**src/rtl/hsvbr_pkg.sv**
```systemverilog
`timescale 1ns / 1ps
`default_nettype none

package hsvbr_pkg;

    // One input transfer: a hue and the two ends of the ramp.
    typedef struct packed {
        logic [7:0] hue;
        logic [7:0] saturation_floor;
        logic [7:0] brightness_max;
    } hsv_in_t;

    // One result transfer: a single ramp entry.
    typedef struct packed {
        logic [3:0] level_index;
        logic [7:0] red;
        logic [7:0] green;
        logic [7:0] blue;
        logic       last;
    } rgb_out_t;

    // Per-entry tag that rides along the pipeline next to the valid bits.
    typedef struct packed {
        logic [3:0] level_index;
        logic       last;
    } lvl_tag_t;

    // Six hue sectors, named by the colors at their two ends.
    typedef enum logic [2:0] {
        SECTOR_RED_YELLOW    = 3'd0,
        SECTOR_YELLOW_GREEN  = 3'd1,
        SECTOR_GREEN_CYAN    = 3'd2,
        SECTOR_CYAN_BLUE     = 3'd3,
        SECTOR_BLUE_MAGENTA  = 3'd4,
        SECTOR_MAGENTA_RED   = 3'd5
    } sector_t;

    localparam int CHAN_W     = 8;
    localparam int CHAN_MAX   = 255;
    localparam int QUOT_W     = 16;
    localparam int DIV_STAGES = 4;

endpackage

`default_nettype wire

```
**src/rtl/hsvbr_chan_div.sv**
```systemverilog
`timescale 1ns / 1ps
`default_nettype none

// Rounds one channel: out = min(255, floor(floor(y / DIVISOR) / 255)).
// Four register stages, all advancing together on en.
module hsvbr_chan_div #(
    parameter int DIVISOR = 256,
    parameter int Y_WIDTH = 24
) (
    input  wire logic                           clk,
    input  wire logic                           en,
    input  wire logic [Y_WIDTH-1:0]             y,
    output logic      [hsvbr_pkg::CHAN_W-1:0]   chan
);

    localparam logic [Y_WIDTH-1:0] RECIP =
        Y_WIDTH'((64'd1 << Y_WIDTH) / 64'(DIVISOR));
    localparam logic [Y_WIDTH-1:0] DIV_W = Y_WIDTH'(DIVISOR);
    localparam int QW = hsvbr_pkg::QUOT_W;

    logic [Y_WIDTH-1:0]   y_a_reg;
    logic [QW-1:0]        q0_reg;
    logic [QW-1:0]        z_reg;
    logic [QW-1:0]        zc_reg;
    logic [7:0]           w0_reg;
    logic [7:0]           chan_reg;

    logic [2*Y_WIDTH-1:0] prod;
    logic [QW-1:0]        q0_next;
    logic [Y_WIDTH-1:0]   qd;
    logic [Y_WIDTH-1:0]   rem_a;
    logic [QW-1:0]        z_next;
    logic [QW+7:0]        zm;
    logic [7:0]           w0_next;
    logic [QW-1:0]        w255;
    logic [QW-1:0]        rem_b;
    logic [8:0]           w;
    logic [7:0]           chan_next;

    always_comb
    begin
        // Reciprocal estimate is exact or one low.
        prod    = (2*Y_WIDTH)'(y) * (2*Y_WIDTH)'(RECIP);
        q0_next = QW'(prod >> Y_WIDTH);

        qd     = Y_WIDTH'(q0_reg) * DIV_W;
        rem_a  = y_a_reg - qd;
        z_next = q0_reg + QW'(rem_a >= DIV_W);

        // Multiply by 257/65536 approximates division by 255, again at most one low.
        zm      = {z_reg, 8'd0} + (QW+8)'(z_reg);
        w0_next = zm[QW+7:QW];

        w255  = {w0_reg, 8'd0} - QW'(w0_reg);
        rem_b = zc_reg - w255;
        w     = {1'b0, w0_reg} + 9'(rem_b >= QW'(hsvbr_pkg::CHAN_MAX));
        chan_next = (w > 9'(hsvbr_pkg::CHAN_MAX)) ? 8'(hsvbr_pkg::CHAN_MAX) : w[7:0];
    end

    always_ff @(posedge clk)
    begin
        if (en)
        begin
            y_a_reg  <= y;
            q0_reg   <= q0_next;
            z_reg    <= z_next;
            zc_reg   <= z_reg;
            w0_reg   <= w0_next;
            chan_reg <= chan_next;
        end
    end

    assign chan = chan_reg;

endmodule

`default_nettype wire

```
**src/rtl/hsv_brightness_ramp_to_rgb.sv**
```systemverilog
// Brightness ramp generator: each accepted input transfer (hue, saturation
// floor, peak brightness) yields LEVELS result transfers, darkest level first,
// the last one marked by the last bit. Level i has brightness
// brightness_max*(i+1)/LEVELS and a saturation that climbs from the floor
// toward 255 as brightness drops; each entry is a six-sector HSV-to-RGB
// conversion carried out in exact fixed point, each channel rounded half up.
// The sequencer issues one level per cycle while the result side does not
// stall, feeding a seven-stage pipeline, and the next input is taken on the
// same cycle the previous one issues its last level. Backpressure on the
// result side freezes the whole pipeline; nothing is lost or repeated. There
// is no configuration and no stored state between inputs.
`timescale 1ns / 1ps
`default_nettype none

module hsv_brightness_ramp_to_rgb #(
    parameter int LEVELS = 16
) (
    input  wire logic                clk,
    input  wire logic                rst_n,
    input  wire logic                item_valid,
    output logic                     item_ready,
    input  wire hsvbr_pkg::hsv_in_t  item,
    output logic                     result_valid,
    input  wire logic                result_ready,
    output hsvbr_pkg::rgb_out_t      result
);

    // Widths of the fixed-point terms. Every channel is P*A over the common
    // denominator LEVELS^2*255*256, with P = brightness_max*n.
    localparam int IW       = (LEVELS > 2) ? $clog2(LEVELS) : 1;
    localparam int NW       = $clog2(LEVELS + 1);
    localparam int PW       = 8 + NW;
    localparam int SW       = $clog2(255 * LEVELS + 1);
    localparam int AV       = LEVELS * 65280;
    localparam int AW       = $clog2(AV + 1);
    localparam int DEN_SQ   = LEVELS * LEVELS;
    localparam int YW       = $clog2(DEN_SQ * 65280);
    localparam int EW       = YW + 8;
    localparam int HALF_DEN = DEN_SQ * 255 * 128;
    localparam int STAGES   = 3 + hsvbr_pkg::DIV_STAGES;

    // Whole pipeline moves when the output register is free or being taken.
    logic adv;
    assign adv = !result_valid || result_ready;

    // Sequencer: holds the current input and walks the level counter.
    logic                     busy_reg;
    logic [IW-1:0]            lvl_reg;
    hsvbr_pkg::sector_t       sector_reg;
    logic [8:0]               ff_reg;
    logic [7:0]               sat_reg;
    logic [7:0]               val_reg;
    logic                     lvl_last;
    logic                     issue;
    logic                     take;
    logic [10:0]              h6;
    logic [7:0]               frac;

    assign lvl_last   = (lvl_reg == IW'(LEVELS - 1));
    assign issue      = busy_reg && adv;
    assign item_ready = !busy_reg || (adv && lvl_last);
    assign take       = item_valid && item_ready;

    always_comb
    begin
        h6   = 11'(item.hue) * 11'd6;
        frac = h6[7:0];
    end

    always_ff @(posedge clk or negedge rst_n)
    begin
        if (!rst_n)
        begin
            busy_reg <= 1'b0;
            lvl_reg  <= '0;
        end
        else
        begin
            if (take)
            begin
                busy_reg <= 1'b1;
                lvl_reg  <= '0;
            end
            else if (issue)
            begin
                busy_reg <= !lvl_last;
                lvl_reg  <= lvl_reg + IW'(1);
            end
        end
    end

    always_ff @(posedge clk)
    begin
        if (take)
        begin
            sector_reg <= hsvbr_pkg::sector_t'(h6[10:8]);
            // Odd sectors run the secondary component downward.
            ff_reg     <= h6[8] ? (9'd256 - 9'(frac)) : 9'(frac);
            sat_reg    <= item.saturation_floor;
            val_reg    <= item.brightness_max;
        end
    end

    // Valid bits and tags travel beside the data through all stages.
    logic [STAGES-1:0]        vld_reg;
    hsvbr_pkg::lvl_tag_t      tag_reg [STAGES];
    hsvbr_pkg::lvl_tag_t      tag_in;

    assign tag_in.level_index = 4'(lvl_reg);
    assign tag_in.last        = lvl_last;

    always_ff @(posedge clk or negedge rst_n)
    begin
        if (!rst_n)
        begin
            vld_reg <= '0;
        end
        else if (adv)
        begin
            vld_reg <= {vld_reg[STAGES-2:0], busy_reg};
        end
    end

    always_ff @(posedge clk)
    begin
        if (adv)
        begin
            tag_reg[0] <= tag_in;
            for (int k = 1; k < STAGES; k++)
            begin
                tag_reg[k] <= tag_reg[k-1];
            end
        end
    end

    // Stage 1: P = brightness*n and t = (255 - floor)*n.
    // The saturation numerator over LEVELS is then 255*LEVELS - t.
    logic [NW-1:0]            n_cur;
    logic [PW-1:0]            p1_reg;
    logic [PW-1:0]            t1_reg;
    hsvbr_pkg::sector_t       sec1_reg;
    logic [8:0]               ff1_reg;

    assign n_cur = NW'(lvl_reg) + NW'(1);

    always_ff @(posedge clk)
    begin
        if (adv)
        begin
            p1_reg   <= PW'(val_reg) * PW'(n_cur);
            t1_reg   <= PW'(8'(hsvbr_pkg::CHAN_MAX) - sat_reg) * PW'(n_cur);
            sec1_reg <= sector_reg;
            ff1_reg  <= ff_reg;
        end
    end

    // Stage 2: per-entry weights. m weight is t*256, x weight adds chroma*ff.
    logic [SW-1:0]            s_num;
    logic [AW-1:0]            ax_next;
    logic [AW-1:0]            ax2_reg;
    logic [AW-1:0]            am2_reg;
    logic [PW-1:0]            p2_reg;
    hsvbr_pkg::sector_t       sec2_reg;

    always_comb
    begin
        s_num   = SW'(255 * LEVELS) - SW'(t1_reg);
        ax_next = AW'(s_num) * AW'(ff1_reg) + (AW'(t1_reg) << 8);
    end

    always_ff @(posedge clk)
    begin
        if (adv)
        begin
            ax2_reg  <= ax_next;
            am2_reg  <= AW'(t1_reg) << 8;
            p2_reg   <= p1_reg;
            sec2_reg <= sec1_reg;
        end
    end

    // Stage 3: route weights to channels by sector, scale by P, add half the
    // denominator and drop the factor 256.
    logic [AW-1:0]            a_r;
    logic [AW-1:0]            a_g;
    logic [AW-1:0]            a_b;
    logic [PW+AW-1:0]         prod_r;
    logic [PW+AW-1:0]         prod_g;
    logic [PW+AW-1:0]         prod_b;
    logic [EW-1:0]            sum_r;
    logic [EW-1:0]            sum_g;
    logic [EW-1:0]            sum_b;
    logic [YW-1:0]            y_r_reg;
    logic [YW-1:0]            y_g_reg;
    logic [YW-1:0]            y_b_reg;

    always_comb
    begin
        unique case (sec2_reg)
            hsvbr_pkg::SECTOR_RED_YELLOW:
            begin
                a_r = AW'(AV); a_g = ax2_reg; a_b = am2_reg;
            end
            hsvbr_pkg::SECTOR_YELLOW_GREEN:
            begin
                a_r = ax2_reg; a_g = AW'(AV); a_b = am2_reg;
            end
            hsvbr_pkg::SECTOR_GREEN_CYAN:
            begin
                a_r = am2_reg; a_g = AW'(AV); a_b = ax2_reg;
            end
            hsvbr_pkg::SECTOR_CYAN_BLUE:
            begin
                a_r = am2_reg; a_g = ax2_reg; a_b = AW'(AV);
            end
            hsvbr_pkg::SECTOR_BLUE_MAGENTA:
            begin
                a_r = ax2_reg; a_g = am2_reg; a_b = AW'(AV);
            end
            default:
            begin
                a_r = AW'(AV); a_g = am2_reg; a_b = ax2_reg;
            end
        endcase

        prod_r = (PW+AW)'(p2_reg) * (PW+AW)'(a_r);
        prod_g = (PW+AW)'(p2_reg) * (PW+AW)'(a_g);
        prod_b = (PW+AW)'(p2_reg) * (PW+AW)'(a_b);
        sum_r  = EW'(prod_r) + EW'(HALF_DEN);
        sum_g  = EW'(prod_g) + EW'(HALF_DEN);
        sum_b  = EW'(prod_b) + EW'(HALF_DEN);
    end

    always_ff @(posedge clk)
    begin
        if (adv)
        begin
            y_r_reg <= YW'(sum_r >> 8);
            y_g_reg <= YW'(sum_g >> 8);
            y_b_reg <= YW'(sum_b >> 8);
        end
    end

    // Stages 4 to 7: divide by LEVELS^2, then by 255, one lane per channel.
    logic [7:0] red_q;
    logic [7:0] green_q;
    logic [7:0] blue_q;

    hsvbr_chan_div #(.DIVISOR(DEN_SQ), .Y_WIDTH(YW)) u_div_r (
        .clk  (clk),
        .en   (adv),
        .y    (y_r_reg),
        .chan (red_q)
    );

    hsvbr_chan_div #(.DIVISOR(DEN_SQ), .Y_WIDTH(YW)) u_div_g (
        .clk  (clk),
        .en   (adv),
        .y    (y_g_reg),
        .chan (green_q)
    );

    hsvbr_chan_div #(.DIVISOR(DEN_SQ), .Y_WIDTH(YW)) u_div_b (
        .clk  (clk),
        .en   (adv),
        .y    (y_b_reg),
        .chan (blue_q)
    );

    assign result_valid       = vld_reg[STAGES-1];
    assign result.level_index = tag_reg[STAGES-1].level_index;
    assign result.last        = tag_reg[STAGES-1].last;
    assign result.red         = red_q;
    assign result.green       = green_q;
    assign result.blue        = blue_q;

endmodule

`default_nettype wire

```
**config.mk**
```make
export PLATFORM = sky130hd
export DESIGN_NAME = hsv_brightness_ramp_to_rgb
export DESIGN_NICKNAME = d
export VERILOG_FILES = /design/src/rtl/hsvbr_pkg.sv /design/src/rtl/hsvbr_chan_div.sv /design/src/rtl/hsv_brightness_ramp_to_rgb.sv
export SDC_FILE = /design/constraint.sdc
export NUM_CORES = 2
export LEC_CHECK = 0
export BUFFER_PORTS_ARGS = -buffer_cell sky130_fd_sc_hd__buf_4
export CAP_MARGIN = 5
export CORE_AREA = 2 2 212 370
export DETAILED_ROUTE_END_ITERATION = 16
export DIE_AREA = 0 0 214 372
export PLACE_DENSITY = 0.76
export SYNTH_ARGS = -nofsm -noshare
export SYNTH_HDL_FRONTEND = slang
export SYNTH_SLANG_ARGS = --single-unit
```
**constraint.sdc**
```tcl
create_clock -name clk -period 17.7 [get_ports clk]
set_input_delay 1.77 -clock clk [delete_from_list [all_inputs] [get_ports clk]]
set_output_delay 1.77 -clock clk [all_outputs]
set_load 0.03 [all_outputs]
```
==> flow_metrics.tcl <==
set metrics [dict create \
    drc_errors 0 \
    synth_cells 4467 \
    synth_edf_count 385 \
    reg2reg_depth 22 \
    ys.flop_type "edfxtp_1" \
    cp.arrival_ps 8410 \
    synthMuxAreaShare 0.002658 \
    fin_skew_ps 18.28 \
    cts_buffer_depth 3 \
    coreArea_um2 76860 \
    insertion_delay_ps 580 \
    drv_cap 0 \
    path_clk_slew_ps 70 \
    largest_reg_flops 35 \
    ys_async_sr_fraction 0.03023 \
    initial_utilization 0.5942 \
    reg2reg_from "sec2_reg[2]$_DFFE_PN_" \
    path_cells "nor2b_1 > a22o_1 > nand2_1 > fa_1 > inv_1 > fa_1 > fa_1 > inv_1 > fa_1 > fa_1 > inv_1 > ha_1 > ha_1 > o2111ai_1 > nor3_2 > a31oi_1 > nor4_2 > o211ai_2 > o2111ai_1 > a31oi_1 > o21bai_2 > xnor2_1" \
    required_ps 18020 \
    whs_path_depth 0 \
    fin_tns_setup_ps 0 \
    synth-adder-area-share 0.4282 \
    fin_crit_sh 0.4573 \
    rsz0062_at_grt "no" \
    hold_viol_final 0 \
    cts_setup_buffers 0 \
    final_area_um2 48380 \
    num_antenna_cells 0 \
    ys_warn_count 0 \
    placed_cell_area_um2 47080 \
    die_area_um2 79610 \
    yosys.area_share.simple 0.1360 \
    gp_congestion 0.8911 \
    detail-route-antenna-nets 0 \
    report.final.slew_viol_count 0 \
    whs_ps 407.3 \
    cts_tree "done" \
    worst_pin_slew_ps 1210 \
    ctsResizeCount 0 \
    grt_pass1_vias 33800 \
    reg2reg_to "y_r_reg[23]$_DFFE_PN_" \
    cts_sinks 397 \
    grt_pass1_wl_um 163100 \
    synth-xor-area-share 0.03433 \
    htreeDepth 2 \
    first_pass_iters 6 \
    grtUsageTotal 0.2564 \
    drtIter0Drc 1413 \
    fin_cells 5497 \
    grt_overflow 0 \
    syn_area_um2 45670 \
    cp-end-kind "register" \
    maxClockFrequency_mhz 123.6 \
    ff2ff_setup_slack_ps 9610 \
    max_slew_margin 0.1931 \
    ctsHoldBuffers 0 \
    io_pins 59 \
    holdPathEnd "ff1_reg[1]$_DFFE_PN_" \
    cts-buffers-inserted 39 \
    drt_wl_total_um 97030 \
    die_x_um 214 \
    ys_seq_area_frac 0.2597 \
    rows 135 \
    synth_compound_area_frac 0.04926 \
    nNetsFinal 5632 \
    cp.depth 22 \
    path_common_cell "fa_1" \
    area_delta_synth_final_pct 5.943 \
    period_minus_slack_ps 8094 \
    worstHoldStart "ff_reg[1]$_DFFE_PP_" \
    holdCritPathClass "reg -> reg" \
    synthDistinctLibCells 80 \
    startpoint_type "register" \
    wl_per_cell_um 17.65 \
    status "finished clean" \
    critical-path-top-delay-family "adder cells" \
    portBuffers 58 \
    ys_ff_latch 397 \
    syn_nets 5660 \
    cp_slowest_cell "nor2b_1" \
    cpPeakStageDelay_ps 720 \
    via_per_inst 5.512 \
    grt_max_degree 81 \
    hpwl_um 75810 \
    worst-path-buf-inv 3 \
    fp.dieH_um 372 \
    clock_tree.root_cell "clkbuf_16" \
    critPathKind "reg -> reg" \
    syn_avg_cell_area_um2 10.22 \
    cp_max_fo 20 \
    finalSetupViolCount 0 \
    placed_cells 5425 \
    synth_top_family_by_area "adder cells" \
    vias 30300 \
    drive_above_1_share 0.04877 \
    antenna_found_initial 1 \
]
## routing by layer
layer  global-route usage  share of wire
met5                    0              0
met1               0.2587           0.34
met3              0.03501          0.044
met2               0.4960           0.55
met4               0.1567          0.063
## per-stage QoR
stage                 util  worst slack, ps
finish              0.6295             9606
global route        0.6295             9169
CTS                 0.6295             9618
detailed placement  0.6126             9639
global placement    0.6126             9775
floorplan                -             4406
## synthesized netlist by cell type (4+ instances only)
library cell / n / area [µm²]
and3_1: 86 / 538.0
or3_1: 13 / 81.33
a21o_1: 36 / 270.3
clkbuf_1: 166 / 623.1
a31oi_1: 16 / 100.1
nand2b_1: 38 / 237.7
a31o_2: 4 / 35.03
ha_1: 502 / 6281
o21ai_0: 46 / 230.2
nor3b_1: 4 / 30.03
dfrtp_1: 12 / 300.3
inv_1: 919 / 3450
nand4_1: 8 / 50.05
o2111ai_1: 4 / 35.03
nand2_1: 598 / 2245
nand3_1: 56 / 280.3
xnor2_1: 134 / 1174
edfxtp_1: 385 / 11560
a21boi_0: 4 / 30.03
and2_1: 265 / 1658
xor2_1: 45 / 394.1
nor2b_1: 25 / 156.4
mux2i_1: 4 / 40.04
fa_1: 663 / 13270
o21bai_1: 16 / 120.1
nor3_1: 36 / 180.2
a211oi_1: 9 / 67.56
mux2_2: 6 / 67.56
o21a_1: 15 / 112.6
a21oi_1: 117 / 585.6
nor2_1: 129 / 484.2
or2_2: 13 / 81.33
a22o_1: 12 / 105.1
## cell usage in the layout, fill, tap and decap left out, types with 5 or more instances in the layout
master,n
inv_1,919
fa_1,663
nand2_1,598
ha_1,502
edfxtp_1,385
and2_1,265
xnor2_1,134
nor2_1,128
a21oi_1,115
buf_4,102
and3_1,86
nand3_1,56
o21ai_0,46
xor2_1,45
clkbuf_16,40
nand2b_1,37
nor3_1,36
a21o_1,36
nor2b_1,25
a31oi_1,16
o21bai_1,16
o21a_1,15
or2_2,13
or3_1,13
a22o_1,12
dfrtp_1,12
a211oi_1,9
nand4_1,8
inv_6,8
mux2_2,6
clkinvlp_4,6
clkinv_2,6
a21oi_2,5
## final cells by class
type,count,area (µm²)
timing repair buffer,102,765.7
clock buffer,44,1016
fill,6106,28480
inverter,920,3453
sequential,397,11860
tap,1027,1285
clock inverter,28,279.0
multi-input combinational,2979,29720
## cell families (layout without fill, tap and decap cells)
family                     Yosys count  count (layout)
xor gates and xnor gates           179             179
AOI/OAI and AO/OA                  331             331
buffers and inverters             1091            1094
adders and majority gates         1165            1165
muxes                               11              11
DFF                                397             397
and+or+nand+nor                   1293            1293
## worst register-to-register path, cell delays in order (launching register included)
cell       delay [ps]
edfxtp_1          660
nor2b_1           720
a22o_1            620
nand2_1           180
fa_1              570
inv_1              50
fa_1              460
fa_1              510
inv_1              60
fa_1              490
fa_1              510
inv_1              40
ha_1              270
ha_1              270
o2111ai_1         320
nor3_2            470
a31oi_1           240
nor4_2            510
o211ai_2          230
o2111ai_1         260
a31oi_1           170
o21bai_2          150
xnor2_1            70
## how the worst max path moves through the flow
stage	from	endpoint	slack, ps
floorplan	result_ready	vld_reg[1]$_DFFE_PN0N_	4410
global placement	sec2_reg[2]$_DFFE_PN_	y_r_reg[23]$_DFFE_PN_	9770
detailed placement	sec2_reg[2]$_DFFE_PN_	y_r_reg[23]$_DFFE_PN_	9640
CTS	sec2_reg[2]$_DFFE_PN_	y_r_reg[23]$_DFFE_PN_	9620
global route	sec2_reg[2]$_DFFE_PN_	y_r_reg[23]$_DFFE_PN_	9170
finish	sec2_reg[2]$_DFFE_PN_	y_r_reg[23]$_DFFE_PN_	9610
Power is not shown: default switching activity piles up to over one toggle a cycle in this logic, so the estimate is an artifact.
